## src/hdl/ocd_pkg.sv

```systemverilog
`timescale 1ns / 1ps

package ocd_pkg;

   // Rounded Rec.709 luma: (2126*R + 7152*G + 722*B + 5000) / 10000.
   localparam int unsigned LUMA_RED_COEF   = 2126;
   localparam int unsigned LUMA_GREEN_COEF = 7152;
   localparam int unsigned LUMA_BLUE_COEF  = 722;
   localparam int unsigned LUMA_ROUND      = 5000;
   localparam int unsigned LUMA_DIVISOR    = 10000;

   localparam int LUMA_NUM_W  = 22;
   localparam int LUMA_W      = 8;
   localparam int LUMA_SHIFT  = 36;
   localparam int LUMA_RECIP_W = 23;
   localparam int LUMA_PROD_W = LUMA_NUM_W + LUMA_RECIP_W;

   // The reciprocal is exact for every numerator below 2**22.
   localparam logic [LUMA_RECIP_W-1:0] LUMA_RECIP =
      LUMA_RECIP_W'(((64'd1 << LUMA_SHIFT) + 64'(LUMA_DIVISOR) - 64'd1) / 64'(LUMA_DIVISOR));

   localparam int SUM_W    = 12;
   localparam int COUNT_W  = 5;
   localparam int HIST_W   = 13;
   localparam int ROT_W    = 4;
   localparam int HEIGHT_W = 4;
   localparam int CODE_W   = 4;

   localparam logic [7:0] THRESHOLD_RESET = 8'd80;

   localparam logic [HIST_W-1:0] HIST_CMD_MASK   = 13'h1faa;
   localparam logic [HIST_W-1:0] HIST_CMD_LEADIN = 13'h02aa;
   localparam logic [HIST_W-1:0] HIST_TEST_A     = 13'h1555;
   localparam logic [HIST_W-1:0] HIST_TEST_B     = 13'h0aaa;
   localparam logic [HIST_W-1:0] HIST_ALL_ONES   = 13'h1fff;

   localparam logic [CODE_W-1:0] CMD_NONE     = 4'd0;
   localparam logic [CODE_W-1:0] CMD_RESET    = 4'd1;
   localparam logic [CODE_W-1:0] CMD_DOWN_ONE = 4'd2;
   localparam logic [CODE_W-1:0] CMD_ROT_FWD  = 4'd4;
   localparam logic [CODE_W-1:0] CMD_UP_TWO   = 4'd5;
   localparam logic [CODE_W-1:0] CMD_CLOSE    = 4'd6;
   localparam logic [CODE_W-1:0] CMD_ROT_BACK = 4'd8;
   localparam logic [CODE_W-1:0] CMD_OPEN     = 4'd10;
   localparam logic [CODE_W-1:0] CMD_UP_ONE   = 4'd12;
   localparam logic [CODE_W-1:0] CMD_DOWN_TWO = 4'd13;

   // One frame decision handed to the command unit.
   typedef struct packed {
      logic step;
      logic bright;
   } decision_type;

   // Result word fields; the last member sits in the lowest bits.
   typedef struct packed {
      logic             grip_open;
      logic [2:0]       lift_level;
      logic [ROT_W-1:0] arm_rotation;
      logic [CODE_W-1:0] command_code;
      logic             command_valid;
      logic             frame_bright;
   } rsp_fields_type;

   localparam int RSP_FIELDS_W = $bits(rsp_fields_type);
   localparam int RSP_DATA_W   = 16;

endpackage

```

## src/hdl/ocd_command.sv

```systemverilog
`timescale 1ns / 1ps

module ocd_command #(
   parameter int HEIGHT_MAX     = 5,
   parameter int ROTATION_STEPS = 12
) (
   input  logic                    clock,
   input  logic                    reset,
   input  ocd_pkg::decision_type   decision,
   output ocd_pkg::rsp_fields_type result
);

   logic [ocd_pkg::HIST_W-1:0]   hist_ff;
   logic [ocd_pkg::HIST_W-1:0]   hist_in;
   logic [ocd_pkg::HIST_W-1:0]   hist_shift;
   logic [ocd_pkg::ROT_W-1:0]    rot_ff;
   logic [ocd_pkg::ROT_W-1:0]    rot_in;
   logic [ocd_pkg::HEIGHT_W-1:0] height_ff;
   logic [ocd_pkg::HEIGHT_W-1:0] height_in;
   logic                         hands_ff;
   logic                         hands_in;
   logic                         is_test;
   logic                         match;
   logic [ocd_pkg::CODE_W-1:0]   code;
   logic [ocd_pkg::HEIGHT_W:0]   height_up_two;

   localparam logic [ocd_pkg::HEIGHT_W-1:0] HEIGHT_TOP = ocd_pkg::HEIGHT_W'(HEIGHT_MAX);
   localparam logic [ocd_pkg::ROT_W-1:0]    ROT_LAST   = ocd_pkg::ROT_W'(ROTATION_STEPS - 1);

   always_comb begin
      hist_shift = {hist_ff[ocd_pkg::HIST_W-2:0], decision.bright};
      is_test    = (hist_shift == ocd_pkg::HIST_TEST_A) || (hist_shift == ocd_pkg::HIST_TEST_B);
      match      = is_test ||
                   ((hist_shift & ocd_pkg::HIST_CMD_MASK) == ocd_pkg::HIST_CMD_LEADIN);
      // Command bits sit between the alternating clock bits of the pattern.
      if (is_test || !match) begin
         code = ocd_pkg::CMD_NONE;
      end else begin
         code = {hist_shift[6], hist_shift[4], hist_shift[2], hist_shift[0]};
      end

      hist_in       = match ? ocd_pkg::HIST_ALL_ONES : hist_shift;
      rot_in        = rot_ff;
      height_in     = height_ff;
      hands_in      = hands_ff;
      height_up_two = {1'b0, height_ff} + 5'd2;

      case (code)
         ocd_pkg::CMD_RESET: begin
            rot_in    = '0;
            height_in = HEIGHT_TOP;
            hands_in  = 1'b1;
         end
         ocd_pkg::CMD_DOWN_ONE: begin
            if (height_ff != '0) height_in = height_ff - 4'd1;
         end
         ocd_pkg::CMD_ROT_FWD: begin
            rot_in = (rot_ff == ROT_LAST) ? '0 : rot_ff + 4'd1;
         end
         ocd_pkg::CMD_UP_TWO: begin
            height_in = (height_up_two > {1'b0, HEIGHT_TOP}) ? HEIGHT_TOP
                                                             : height_up_two[3:0];
         end
         ocd_pkg::CMD_CLOSE: begin
            hands_in = 1'b0;
         end
         ocd_pkg::CMD_ROT_BACK: begin
            rot_in = (rot_ff == '0) ? ROT_LAST : rot_ff - 4'd1;
         end
         ocd_pkg::CMD_OPEN: begin
            hands_in = 1'b1;
         end
         ocd_pkg::CMD_UP_ONE: begin
            if (height_ff < HEIGHT_TOP) height_in = height_ff + 4'd1;
         end
         ocd_pkg::CMD_DOWN_TWO: begin
            height_in = (height_ff >= 4'd2) ? height_ff - 4'd2 : '0;
         end
         default: begin
         end
      endcase

      result.frame_bright  = decision.bright;
      result.command_valid = match;
      result.command_code  = code;
      result.arm_rotation  = rot_in;
      result.lift_level    = height_in[2:0];
      result.grip_open     = hands_in;
   end

   always_ff @(posedge clock) begin
      if (reset) begin
         hist_ff   <= '0;
         rot_ff    <= '0;
         height_ff <= '0;
         hands_ff  <= 1'b1;
      end else if (decision.step) begin
         hist_ff   <= hist_in;
         rot_ff    <= rot_in;
         height_ff <= height_in;
         hands_ff  <= hands_in;
      end
   end

endmodule

```

## src/hdl/optical_command_decoder.sv

```systemverilog
`timescale 1ns / 1ps
// Each end-of-frame sample leaves the result register as one result word.
// Throughput: one sample word per cycle while rsp_tready keeps up; a five-stage pipeline of
// input register, luma numerator, reciprocal multiply, frame accumulator and command/result register.
// Reset is synchronous and active high: it empties the pipeline, clears the sums,
// history and targets (hands open) and sets the brightness threshold to 80.
module optical_command_decoder #(
   parameter int HEIGHT_MAX        = 5,
   parameter int ROTATION_STEPS    = 12,
   parameter int SAMPLES_PER_FRAME = 16
) (
   input  logic        clock,
   input  logic        reset,
   input  logic        req_tvalid,
   output logic        req_tready,
   input  logic [23:0] req_tdata,   // red[7:0], green[15:8], blue[23:16]
   input  logic        req_tuser,   // in_frame
   input  logic        req_tlast,   // end_of_frame
   output logic        rsp_tvalid,
   input  logic        rsp_tready,
   // frame_bright[0], command_valid[1], command_code[5:2], arm_rotation[9:6],
   // lift_level[12:10], grip_open[13], zero[15:14]
   output logic [15:0] rsp_tdata,
   input  logic        csr_wr_en,
   input  logic [7:0]  csr_wr_data
);

   logic [7:0] threshold_ff;

   logic        s1_valid_ff;
   logic [23:0] s1_pix_ff;
   logic        s1_in_frame_ff;
   logic        s1_eof_ff;

   logic                          s2_valid_ff;
   logic [ocd_pkg::LUMA_NUM_W-1:0] s2_num_ff;
   logic [ocd_pkg::LUMA_NUM_W-1:0] s2_num_in;
   logic                          s2_in_frame_ff;
   logic                          s2_eof_ff;

   logic                           s3_valid_ff;
   logic [ocd_pkg::LUMA_W-1:0]     s3_luma_ff;
   logic [ocd_pkg::LUMA_PROD_W-1:0] s3_prod_in;
   logic                           s3_in_frame_ff;
   logic                           s3_eof_ff;

   logic [ocd_pkg::SUM_W-1:0]   sum_ff;
   logic [ocd_pkg::SUM_W-1:0]   sum_in;
   logic [ocd_pkg::COUNT_W-1:0] count_ff;
   logic [ocd_pkg::COUNT_W-1:0] count_in;
   logic                        take;
   logic [ocd_pkg::SUM_W:0]     limit;
   logic                        s4_valid_ff;
   logic                        s4_bright_ff;
   logic                        s4_bright_in;

   logic                    rsp_valid_ff;
   ocd_pkg::rsp_fields_type rsp_data_ff;
   ocd_pkg::rsp_fields_type result;
   ocd_pkg::decision_type   decision;

   logic s1_en, s2_en, s3_en, s4_en, s5_en;

   // Each stage moves when its successor is empty or moving too.
   assign s5_en      = !rsp_valid_ff || rsp_tready;
   assign s4_en      = !s4_valid_ff || s5_en;
   assign s3_en      = !s3_valid_ff || s4_en;
   assign s2_en      = !s2_valid_ff || s3_en;
   assign s1_en      = !s1_valid_ff || s2_en;
   assign req_tready = s1_en;

   assign rsp_tvalid = rsp_valid_ff;
   assign rsp_tdata  = {(ocd_pkg::RSP_DATA_W - ocd_pkg::RSP_FIELDS_W)'(0), rsp_data_ff};

   always_comb begin
      s2_num_in = ocd_pkg::LUMA_NUM_W'(s1_pix_ff[7:0])   * ocd_pkg::LUMA_NUM_W'(ocd_pkg::LUMA_RED_COEF)
                + ocd_pkg::LUMA_NUM_W'(s1_pix_ff[15:8])  * ocd_pkg::LUMA_NUM_W'(ocd_pkg::LUMA_GREEN_COEF)
                + ocd_pkg::LUMA_NUM_W'(s1_pix_ff[23:16]) * ocd_pkg::LUMA_NUM_W'(ocd_pkg::LUMA_BLUE_COEF)
                + ocd_pkg::LUMA_NUM_W'(ocd_pkg::LUMA_ROUND);
      // Division by 10000 as a multiply by its scaled reciprocal.
      s3_prod_in = ocd_pkg::LUMA_PROD_W'(s2_num_ff) * ocd_pkg::LUMA_PROD_W'(ocd_pkg::LUMA_RECIP);
   end

   always_comb begin
      take = s3_in_frame_ff && (count_ff < ocd_pkg::COUNT_W'(SAMPLES_PER_FRAME));
      if (take) begin
         sum_in   = sum_ff + ocd_pkg::SUM_W'(s3_luma_ff);
         count_in = count_ff + 5'd1;
      end else begin
         sum_in   = sum_ff;
         count_in = count_ff;
      end
      // Comparing the sum with threshold times count avoids dividing for the average.
      limit        = (ocd_pkg::SUM_W + 1)'(threshold_ff) * (ocd_pkg::SUM_W + 1)'(count_in);
      s4_bright_in = (count_in != '0) && ({1'b0, sum_in} >= limit);
   end

   assign decision.step   = s4_valid_ff && s5_en;
   assign decision.bright = s4_bright_ff;

   ocd_command #(
      .HEIGHT_MAX     (HEIGHT_MAX),
      .ROTATION_STEPS (ROTATION_STEPS)
   ) u_command (
      .clock    (clock),
      .reset    (reset),
      .decision (decision),
      .result   (result)
   );

   always_ff @(posedge clock) begin
      if (reset) begin
         threshold_ff <= ocd_pkg::THRESHOLD_RESET;
         s1_valid_ff  <= 1'b0;
         s2_valid_ff  <= 1'b0;
         s3_valid_ff  <= 1'b0;
         s4_valid_ff  <= 1'b0;
         rsp_valid_ff <= 1'b0;
         sum_ff       <= '0;
         count_ff     <= '0;
      end else begin
         if (csr_wr_en) threshold_ff <= csr_wr_data;
         if (s1_en) s1_valid_ff <= req_tvalid;
         if (s2_en) s2_valid_ff <= s1_valid_ff;
         if (s3_en) s3_valid_ff <= s2_valid_ff;
         // Only an end-of-frame word leaves the accumulator as a decision.
         if (s4_en) s4_valid_ff <= s3_valid_ff && s3_eof_ff;
         if (s5_en) rsp_valid_ff <= s4_valid_ff;
         if (s3_valid_ff && s4_en) begin
            if (s3_eof_ff) begin
               sum_ff   <= '0;
               count_ff <= '0;
            end else begin
               sum_ff   <= sum_in;
               count_ff <= count_in;
            end
         end
      end
   end

   always_ff @(posedge clock) begin
      if (s1_en) begin
         s1_pix_ff      <= req_tdata;
         s1_in_frame_ff <= req_tuser;
         s1_eof_ff      <= req_tlast;
      end
      if (s2_en) begin
         s2_num_ff      <= s2_num_in;
         s2_in_frame_ff <= s1_in_frame_ff;
         s2_eof_ff      <= s1_eof_ff;
      end
      if (s3_en) begin
         s3_luma_ff     <= s3_prod_in[ocd_pkg::LUMA_SHIFT +: ocd_pkg::LUMA_W];
         s3_in_frame_ff <= s2_in_frame_ff;
         s3_eof_ff      <= s2_eof_ff;
      end
      if (s4_en) s4_bright_ff <= s4_bright_in;
      if (decision.step) rsp_data_ff <= result;
   end

endmodule

```

## config.mk

```make
export PLATFORM = sky130hd
export DESIGN_NAME = optical_command_decoder
export DESIGN_NICKNAME = d
export VERILOG_FILES = /design/src/hdl/ocd_pkg.sv /design/src/hdl/ocd_command.sv /design/src/hdl/optical_command_decoder.sv
export SDC_FILE = /design/constraint.sdc
export NUM_CORES = 1
export LEC_CHECK = 0
export BUFFER_PORTS_ARGS = -buffer_cell sky130_fd_sc_hd__clkbuf_2
export CORE_ASPECT_RATIO = 1.1
export CORE_MARGIN = 3
export CORE_UTILIZATION = 30
export DETAILED_ROUTE_END_ITERATION = 8
export GPL_ROUTABILITY_DRIVEN = 0
export GPL_TIMING_DRIVEN = 0
export SLEW_MARGIN = 30
export SYNTH_ARGS = -nofsm -noshare
export SYNTH_HDL_FRONTEND = slang
export SYNTH_SLANG_ARGS = --single-unit
```

## constraint.sdc

```tcl
create_clock -name clock -period 9.6 [get_ports clock]
set_clock_uncertainty 0.05 [all_clocks]
set_input_delay 1.92 -clock clock [delete_from_list [all_inputs] [get_ports clock]]
set_output_delay 1.92 -clock clock [all_outputs]
set_load 0.1 [all_outputs]
```

Word-level counts from Yosys, hierarchy flattened
Index checks and enable logic that the tools add are counted.
- bits in registers: 126
- bits of input ports: 39
- output and inout port bits: 18
- word-level logic and storage cells: 105
- $add $sub $neg: 11
- multiply operators: 5
- magnitude comparators: 5
- equality and inequality tests: 15
- multiplexer cells: 15
- reductions and logical operators: 25
- operators with widths (cell ; number):
    $mul A22 B21 Y42 const B ; 1
    $mux W12 ; 3
    $mul A8 B9 Y17 const B ; 2
    $mux W4 ; 7
    $add A20 B21 Y22 ; 1
    $add A22 B13 Y22 const B ; 1
    $add A22 B18 Y22 ; 1
    $eq A4 B4 Y1 const B ; 5
    $pmux W4 S5 ; 1
    $mul A8 B11 Y19 const B ; 1
    $eq A13 B12 Y1 const B ; 1
    $eq A13 B13 Y1 const B ; 1
    $ge A12 B13 Y1 ; 1
    $mul A8 B5 Y13 ; 1
    $add A12 B8 Y12 ; 1
    $eq A4 B3 Y1 const B ; 3
    $pmux W4 S3 ; 1
    $mux W5 ; 2
    $reduce_bool A5 Y1 ; 2
    $eq A9 B6 Y1 const B ; 1
    $add A4 B1 Y4 const B ; 2
    $logic_or A1 B1 Y1 ; 8
    $sub A4 B1 Y4 const B ; 2
    $logic_not A1 Y1 ; 6
    other kinds (16) ; 21

Depth between registers and ports, before layout
Gate-level depths: netlist (run 1).
- depth after elaboration: 9
- mapped depth: 26
- mapped depth without buffers: 26

By module
A second synthesis (run 1) with hierarchy kept.
- cells, all modules: 2106
- area total of the unflattened synthesis: 20318.2 um^2
- by module, submodules not included (module ; instances ; cells each ; area each (um^2) ; sequential area each (um^2)):
    optical_command_decoder ; 1 ; 1868 ; 18481.5 ; 2822.7
    ocd_command ; 1 ; 238 ; 1836.8 ; 420.4

Worst setup path after synthesis (run 1)
No wires, ideal clock.
- path type: flip-flop to flip-flop
- from: reg s1_pix_ff[14]
- to: reg s2_num_ff[21] (netlist name) (data pin)
- setup time: 0.263 ns
- data arrival time: 5.808 ns
- setup slack: 3.479 ns
- stages on the path, launching flop included: 25
- cell sequence: edfxtp_1 > fa_1 > inv_1 > fa_1 > inv_1 > fa_1 > inv_1 > fa_1 > inv_1 > ha_1 > nor2b_1 > o21a_1 > nor2_1 > xor2_1 > fa_1 > inv_1 > ha_1 > ha_1 > and3_1 > a21oi_1 > o21ai_1 > o41ai_2 > o21ai_1 > o41ai_2 > xnor2_1
- longest elaborated chain between the ends: 4
- RTL lines (element ; RTL line ; source):
    from (decl) ; optical_command_decoder.sv:31 ; logic [23:0] s1_pix_ff;
    from (signal assigned) ; optical_command_decoder.sv:143 ; s1_pix_ff <= req_tdata;
    $mul A8 B9 Y17 ; optical_command_decoder.sv:77 ; + ocd_pkg::LUMA_NUM_W'(s1_pix_ff[15:8]) * ocd_pkg::LUMA_NUM_W'(ocd_pkg::LUMA_GREEN_COEF)
    $add A20 B21 Y22 ; optical_command_decoder.sv:77 ;
    $add A22 B18 Y22 ; optical_command_decoder.sv:78 ; + ocd_pkg::LUMA_NUM_W'(s1_pix_ff[23:16]) * ocd_pkg::LUMA_NUM_W'(ocd_pkg::LUMA_BLUE_COEF)
    $add A22 B13 Y22 ; optical_command_decoder.sv:79 ; + ocd_pkg::LUMA_NUM_W'(ocd_pkg::LUMA_ROUND);
    net s2_num_in (one bit) ; optical_command_decoder.sv:37 ; logic [ocd_pkg::LUMA_NUM_W-1:0] s2_num_in;
    to (signal assigned) ; optical_command_decoder.sv:148 ; s2_num_ff <= s2_num_in;
    to (decl) ; optical_command_decoder.sv:36 ; logic [ocd_pkg::LUMA_NUM_W-1:0] s2_num_ff;
The timed path passes the listed nets, and every way through them passes these cells.
A chain may end at the register's enable or synchronous reset.

Final worst setup path (run 1)
- from: reg s1_pix_ff[18]
- to: reg s2_num_ff[20] (netlist name) (data pin)
- longest elaborated chain between the ends: 3
- RTL lines (element ; RTL line):
    $mul A8 B9 Y17 ; optical_command_decoder.sv:78
    $add A22 B18 Y22 ; optical_command_decoder.sv:78
    $add A22 B13 Y22 ; optical_command_decoder.sv:79
    net s2_num_in (one bit) ; optical_command_decoder.sv:37
The timed path passes the listed nets, and every way through them passes these cells.

==> results.yml, run 1 <==
status:
  outcome: "finished, final reports clean"
place:
  port_buffers: 52
  hpwl_um: 37300
  dp_worst_setup_slack_ns: 2.94
routing:
  routed_via_density: 4.63
  drtIter0Drc: 631
  drc: 0
  vias: 14000
  totalWireLength_um: 43200
  routedWlPerCell_um: 14.2
  ant_nets: 0
  firstDrtPassIters: 5
timing:
  setup_tns_ns: 0
  slew_violations: 0
  setup_violations: 0
  fmax_mhz: 151
  maxSlewHeadroom_pct: 37.7
  hold_violations: 0
  worst_pin_slew_ns: 0.928
  period_needed_ns: 6.62
  rsz0062_at_grt: "false"
  min_period_over_period_pct: 69.0
  hold_ws_ns: 0.368
  fin_ws_ns: 2.98
critical_path:
  required_ns: 9.77
  cp_slowest_cell: "o311ai_0"
  worstSetupStartpointType: "flip-flop"
  worst-path-buf-inv: 2
  crit_family: "adder cells"
  crit_top_cell: "ha_1"
  crit_path_max_fanout: 4
  reg2reg_slack_ns: 2.98
  arrival_ns: 6.79
  r2r_cells: 24
  cpPeakStageDelay_ns: 0.57
  crit_path_cell_trace: "ha_1 -> ha_1 -> inv_1 -> fa_1 -> fa_1 -> inv_1 -> ha_1 -> nor2b_1 -> o21ai_0 -> a21oi_1 -> o21ai_0 -> a21oi_1 -> o21ai_0 -> nand2_1 -> o311ai_0 -> fa_1 -> ha_1 -> ha_1 -> o21ai_0 -> a41oi_1 -> nand3_1 -> nand3b_1 -> a21oi_1 -> xnor2_1"
  reg2reg_to: "s2_num_ff[20]$_DFFE_PP_"
  critPathKind: "reg2reg"
  r2r-start: "s1_pix_ff[18]$_DFFE_PP_"
  cp-end-kind: "flip-flop"
logic_synthesis:
  synth_top_area_cell: "ha_1"
  synth-simple-area-share_pct: 10.0
  seq_area_frac_synth_pct: 16.2
  async_flop_share_pct: 0
  synth_seq_cells: 125
  synth_commonest_cells: "inv_1 (502), ha_1 (407), fa_1 (245), nor2_1 (94), nand2_1 (91)"
  synth_top_family_by_area: "adder cells"
  ys.warnings.count: 0
  synth_compound_area_share_pct: 9.86
  syn_inst: 2095
  synthMostInstantiatedCell: "inv_1"
  synth_edf_count: 74
  synth_xor_area_share_pct: 3.37
  syn_area_per_cell_um2: 9.56
  synthFlopType: "edfxtp_1"
  synth_area_leaders: "ha_1 (25%), fa_1 (24%), edfxtp_1 (11%), inv_1 (9.4%), dfxtp_1 (5.1%)"
  synth_top_area_share_pct: 25.4
  synth_area_um2: 20000
  synth.area.mux_share_pct: 0.600
  synth_cell_type_count: 78
  synth_adder_area_share_pct: 49.9
clock_tree:
  cts_sinks: 125
  clock_latency_ns: 0.48
  htree_levels: 4
  postCtsSetupBuffers: 0
  cts_buffer_depth: 2
  numCtsBuffers: 17
  root_buffer: "clkbuf_16"
  hold_buffers: 0
  cts_tree: "yes"
  cts.reportedPaths.clkPinSlew_ns: 0.06
  postCtsResizedCells: 0
die:
  std_cell_rows: 98
  coreArea_um2: 65600
  dieArea_um2: 69900
  die_w_um: 252
  die_h_um: 277
  top_level_ports: 57
  initial_core_util_pct: 30.5
cells_and_area:
  drive_gt1_share_pct: 5.09
  n_antenna_cell: 0
  nNetsFinal: 2859
  syn_to_final_growth_pct: 9.87
worst_hold_path:
  hp-class: "reg2reg"
  hold_depth: 0
  hold_end: "s3_in_frame_ff$_DFFE_PP_"
  hold_start: "s2_in_frame_ff$_DFFE_PP_"
global_routing:
  grt_first_pass_wirelength_um: 71000
  grt_max_degree: 24
  grt_overflow: 0
  grt_pass1_vias: 13900
  antenna_found_initial: 1
  grtUsageTotal_pct: 12.8
job:
  maxCapViolations: 0
[how the worst max path moves through the flow]
stage | slack [ns] | from | endpoint | cells past startpoint
3_5_place_dp | 2.94 | s1_pix_ff[18]$_DFFE_PP_ | s2_num_ff[20]$_DFFE_PP_ | 24
2_1_floorplan | 3.48 | s1_pix_ff[14]$_DFFE_PP_ | s2_num_ff[21]$_DFFE_PP_ | 24
4_1_cts | 2.91 | s1_pix_ff[18]$_DFFE_PP_ | s2_num_ff[20]$_DFFE_PP_ | 24
6_report | 2.98 | s1_pix_ff[18]$_DFFE_PP_ | s2_num_ff[20]$_DFFE_PP_ | 24
5_1_grt | 2.41 | s1_pix_ff[18]$_DFFE_PP_ | s2_num_ff[20]$_DFFE_PP_ | 24
3_3_place_gp | 2.92 | s1_pix_ff[18]$_DFFE_PP_ | s2_num_ff[20]$_DFFE_PP_ | 24
[per-layer routing]
layer | vias up | GRT usage (%) | part of all wire, %
met5 | - | 0 | 0.030
met2 | 183 | 22.1 | 50
met3 | 39 | 2.64 | 3.5
met4 | 2 | 3.02 | 1.7
met1 | 6727 | 16.2 | 45
li1 | 7079 | - | -
[placed cells by master (no fill, tap or decap), types with 4 or more instances in the layout]
master,n
xor2_1,27
clkbuf_16,20
a21o_1,29
a31oi_1,11
o21ai_1,5
or2_2,5
fa_1,245
nor3_1,51
and3_1,11
ha_1,407
mux2i_1,12
a311oi_1,4
o41ai_2,4
o21bai_1,11
nand2_1,90
a21oi_1,79
o211ai_1,6
clkbuf_2,53
and2_1,28
edfxtp_1,74
inv_6,7
nand4_1,14
o221ai_1,6
inv_1,502
nor4_1,7
nand3_1,41
o21ai_0,51
o31ai_1,4
o21a_1,16
a211oi_1,11
nand2b_1,15
nor2_1,94
a32oi_1,4
a22oi_1,7
clkbuf_1,21
xnor2_1,49
o2111ai_1,6
dfxtp_1,51
nor2b_1,21
o311ai_0,6
[kinds of logic after synthesis]
group                    after synthesis
AND/OR/NAND/NOR                      402
flip-flops                           125
XOR/XNOR                              77
multiplexers                          12
other                                  1
adder cells (fa/ha/maj)              652
AO/OA/AOI/OAI                        294
buffers and inverters                532
[metrics by stage]
step	area (um2)	std cells	utilization, %
after floorplan	20000	2096	-
after global placement	21400	2998	32.6
after detailed placement	21400	2999	32.6
after CTS	22000	3031	33.5
after global routing	22000	3031	33.6
final	22000	3031	33.6
[registers in the layout, indices dropped and copies added (netlist names), 4 cells and up]
name / flops
s1_pix_ff: 24
s2_num_ff: 21
rsp_tdata: 14
sum_ff: 12
u_command.hist_ff: 12
s3_luma_ff: 8
threshold_ff: 8
count_ff: 5
u_command.height_ff: 4
u_command.rot_ff: 4
[final cells by class]
cell class                 instances  area, um2
tap                              850       1060
buffer                            29        120
fill                            6718      43600
timing repair buffer              53        288
clock buffer                      20        500
sequential                       125       3240
clock inverter                    12        106
inverter                         503       1890
multi-input combinational       1439      14800
Power of run 1 is left out: the tool's default activity adds up to more than one toggle a clock period on the data nets, which glitch-free logic cannot reach.
==> inputs of run 2 (changes only) <==
==> constraint.sdc (replaced) <==
create_clock -name clock -period 6.4 [get_ports clock]
set_clock_uncertainty 0.05 [all_clocks]
set_input_delay 1.28 -clock clock [delete_from_list [all_inputs] [get_ports clock]]
set_output_delay 1.28 -clock clock [all_outputs]
set_load 0.1 [all_outputs]
==> run 2 against run 1 <==
Hold slack is essentially flat. Die area is the same. Cell count grew 1.1%. Count of clock-buffer cells in the layout is the same. Core utilization grew 1.1 points. Register-to-register slack lost 2.8 ns. Critical path type unchanged.
==> results.yml, run 2 (synthesis gave the netlist of run 1 again) <==
critical_path:
  crit_family: "adder cells"
  worstSetupStartpointType: "flip-flop"
  crit_path_cell_trace: "fa_2 -> inv_1 -> fa_1 -> inv_2 -> fa_1 -> inv_1 -> fa_1 -> inv_2 -> ha_4 -> nor2b_1 -> o21a_1 -> nor2_1 -> xor2_1 -> fa_1 -> inv_2 -> ha_4 -> ha_4 -> and3_4 -> a21oi_2 -> o21ai_2 -> o41ai_2 -> o21ai_1 -> o41ai_2 -> xnor2_1"
  cp_slowest_cell: "fa_2"
  cp-end-kind: "flip-flop"
  crit_top_cell: "fa_1"
  crit_path_max_fanout: 6
  required_ns: 6.56
  critPathKind: "reg2reg"
  arrival_ns: 6.41
  cpPeakStageDelay_ns: 0.61
  worst-path-buf-inv: 5
routing:
  ant_nets: 0
  routed_via_density: 4.63
  totalWireLength_um: 43900
  firstDrtPassIters: 5
  drtIter0Drc: 611
  routedWlPerCell_um: 14.3
  vias: 14200
  drc: 0
cells_and_area:
  regMostFlops: "s1_pix_ff"
  final_cell_mix: "inv_1 (496), ha_1 (386), fa_1 (243), nor2_1 (94), nand2_1 (88)"
  n_antenna_cell: 0
  drive_gt1_share_pct: 9.49
  final_common_cell: "inv_1"
  largest_reg_flops: 24
  n_fill_cell: 6648
  syn_to_final_growth_pct: 13.4
  nNetsFinal: 2892
clock_tree:
  cts_buffer_depth: 2
  root_buffer: "clkbuf_16"
  cts.reportedPaths.clkPinSlew_ns: 0.06
  clock_latency_ns: 0.48
  numCtsBuffers: 17
  cts_sinks: 125
  htree_levels: 4
  cts_tree: "yes"
global_routing:
  grt_pass1_vias: 14000
  grt_first_pass_wirelength_um: 71400
  grtUsageTotal_pct: 12.8
  antenna_found_initial: 1
  grt_overflow: 0
  grt_max_degree: 24
timing:
  rsz0062_at_grt: "true"
  setup_tns_ns: 0
  period_needed_ns: 6.25
  fmax_mhz: 160
  setup_violations: 0
  slew_violations: 0
  maxSlewHeadroom_pct: 39.4
  min_period_over_period_pct: 97.7
  hold_violations: 0
  worst_pin_slew_ns: 0.884
die:
  coreArea_um2: 65600
  top_level_ports: 57
  die_h_um: 277
  dieArea_um2: 69900
  std_cell_rows: 98
  die_w_um: 252
  initial_core_util_pct: 30.5
status:
  outcome: "finished, final reports clean"
job:
  maxCapViolations: 0
place:
  port_buffers: 52
  hpwl_um: 37300
worst_hold_path:
  hp-class: "reg2reg"
## run 2: path summary, 6_finish.rpt
| kind | startpoint | endpoint | depth (start not counted) | slack, ns |
|---|---|---|---|---|
| max | s1_pix_ff[13]$_DFFE_PP_ | s2_num_ff[21]$_DFFE_PP_ | 24 | 0.15 |
| min | s2_in_frame_ff$_DFFE_PP_ | s3_in_frame_ff$_DFFE_PP_ | 0 | 0.37 |
| max reg2reg | s1_pix_ff[13]$_DFFE_PP_ | s2_num_ff[21]$_DFFE_PP_ | 24 | 0.15 |
| min reg2reg | s2_in_frame_ff$_DFFE_PP_ | s3_in_frame_ff$_DFFE_PP_ | 0 | 0.37 |
## run 2: what timing repair did
item | CTS | global route
resized for setup | 19 | 65
pin swaps | 7 | 36
setup endpoints to repair | 10 | 16
gates cloned | 0 | 0
hold buffers | 0 | 0
buffers inserted | 13 | 20
## run 2: stage by stage
step	worst slack (ns)	cells	instance area [um2]	utilization, %	hold slack [ns]
final	0.148	3064	22700	34.6	0.368
after global routing	-0.129	3064	22700	34.6	0.381
after CTS	-0.0360	3044	22200	33.9	0.369
after detailed placement	-0.264	2999	21400	32.6	0.355
after global placement	-0.277	2998	21400	32.6	0.351
after floorplan	0.279	2096	20000	-	0.350
## run 2: final cells by class
class                      instances  area (um2)  share of cell area, %
timing repair buffer              86         536                   2.36
clock buffer                      20         500                   2.20
inverter                         503        1890                   8.31
tap                              850        1060                   4.68
multi-input combinational       1439       15300                   67.2
clock inverter                    12         106                  0.468
buffer                            29         121                  0.534
sequential                       125        3240                   14.3
## run 2: per-layer routing
metal,vias to the layer above,share of wire [%],global-route usage [%]
met3,39,3.4,2.66
li1,7153,-,-
met2,180,50,22.2
met5,-,0.030,0
met1,6821,45,16.3
met4,2,1.6,3.15
Power of run 2 is left out for the same reason.
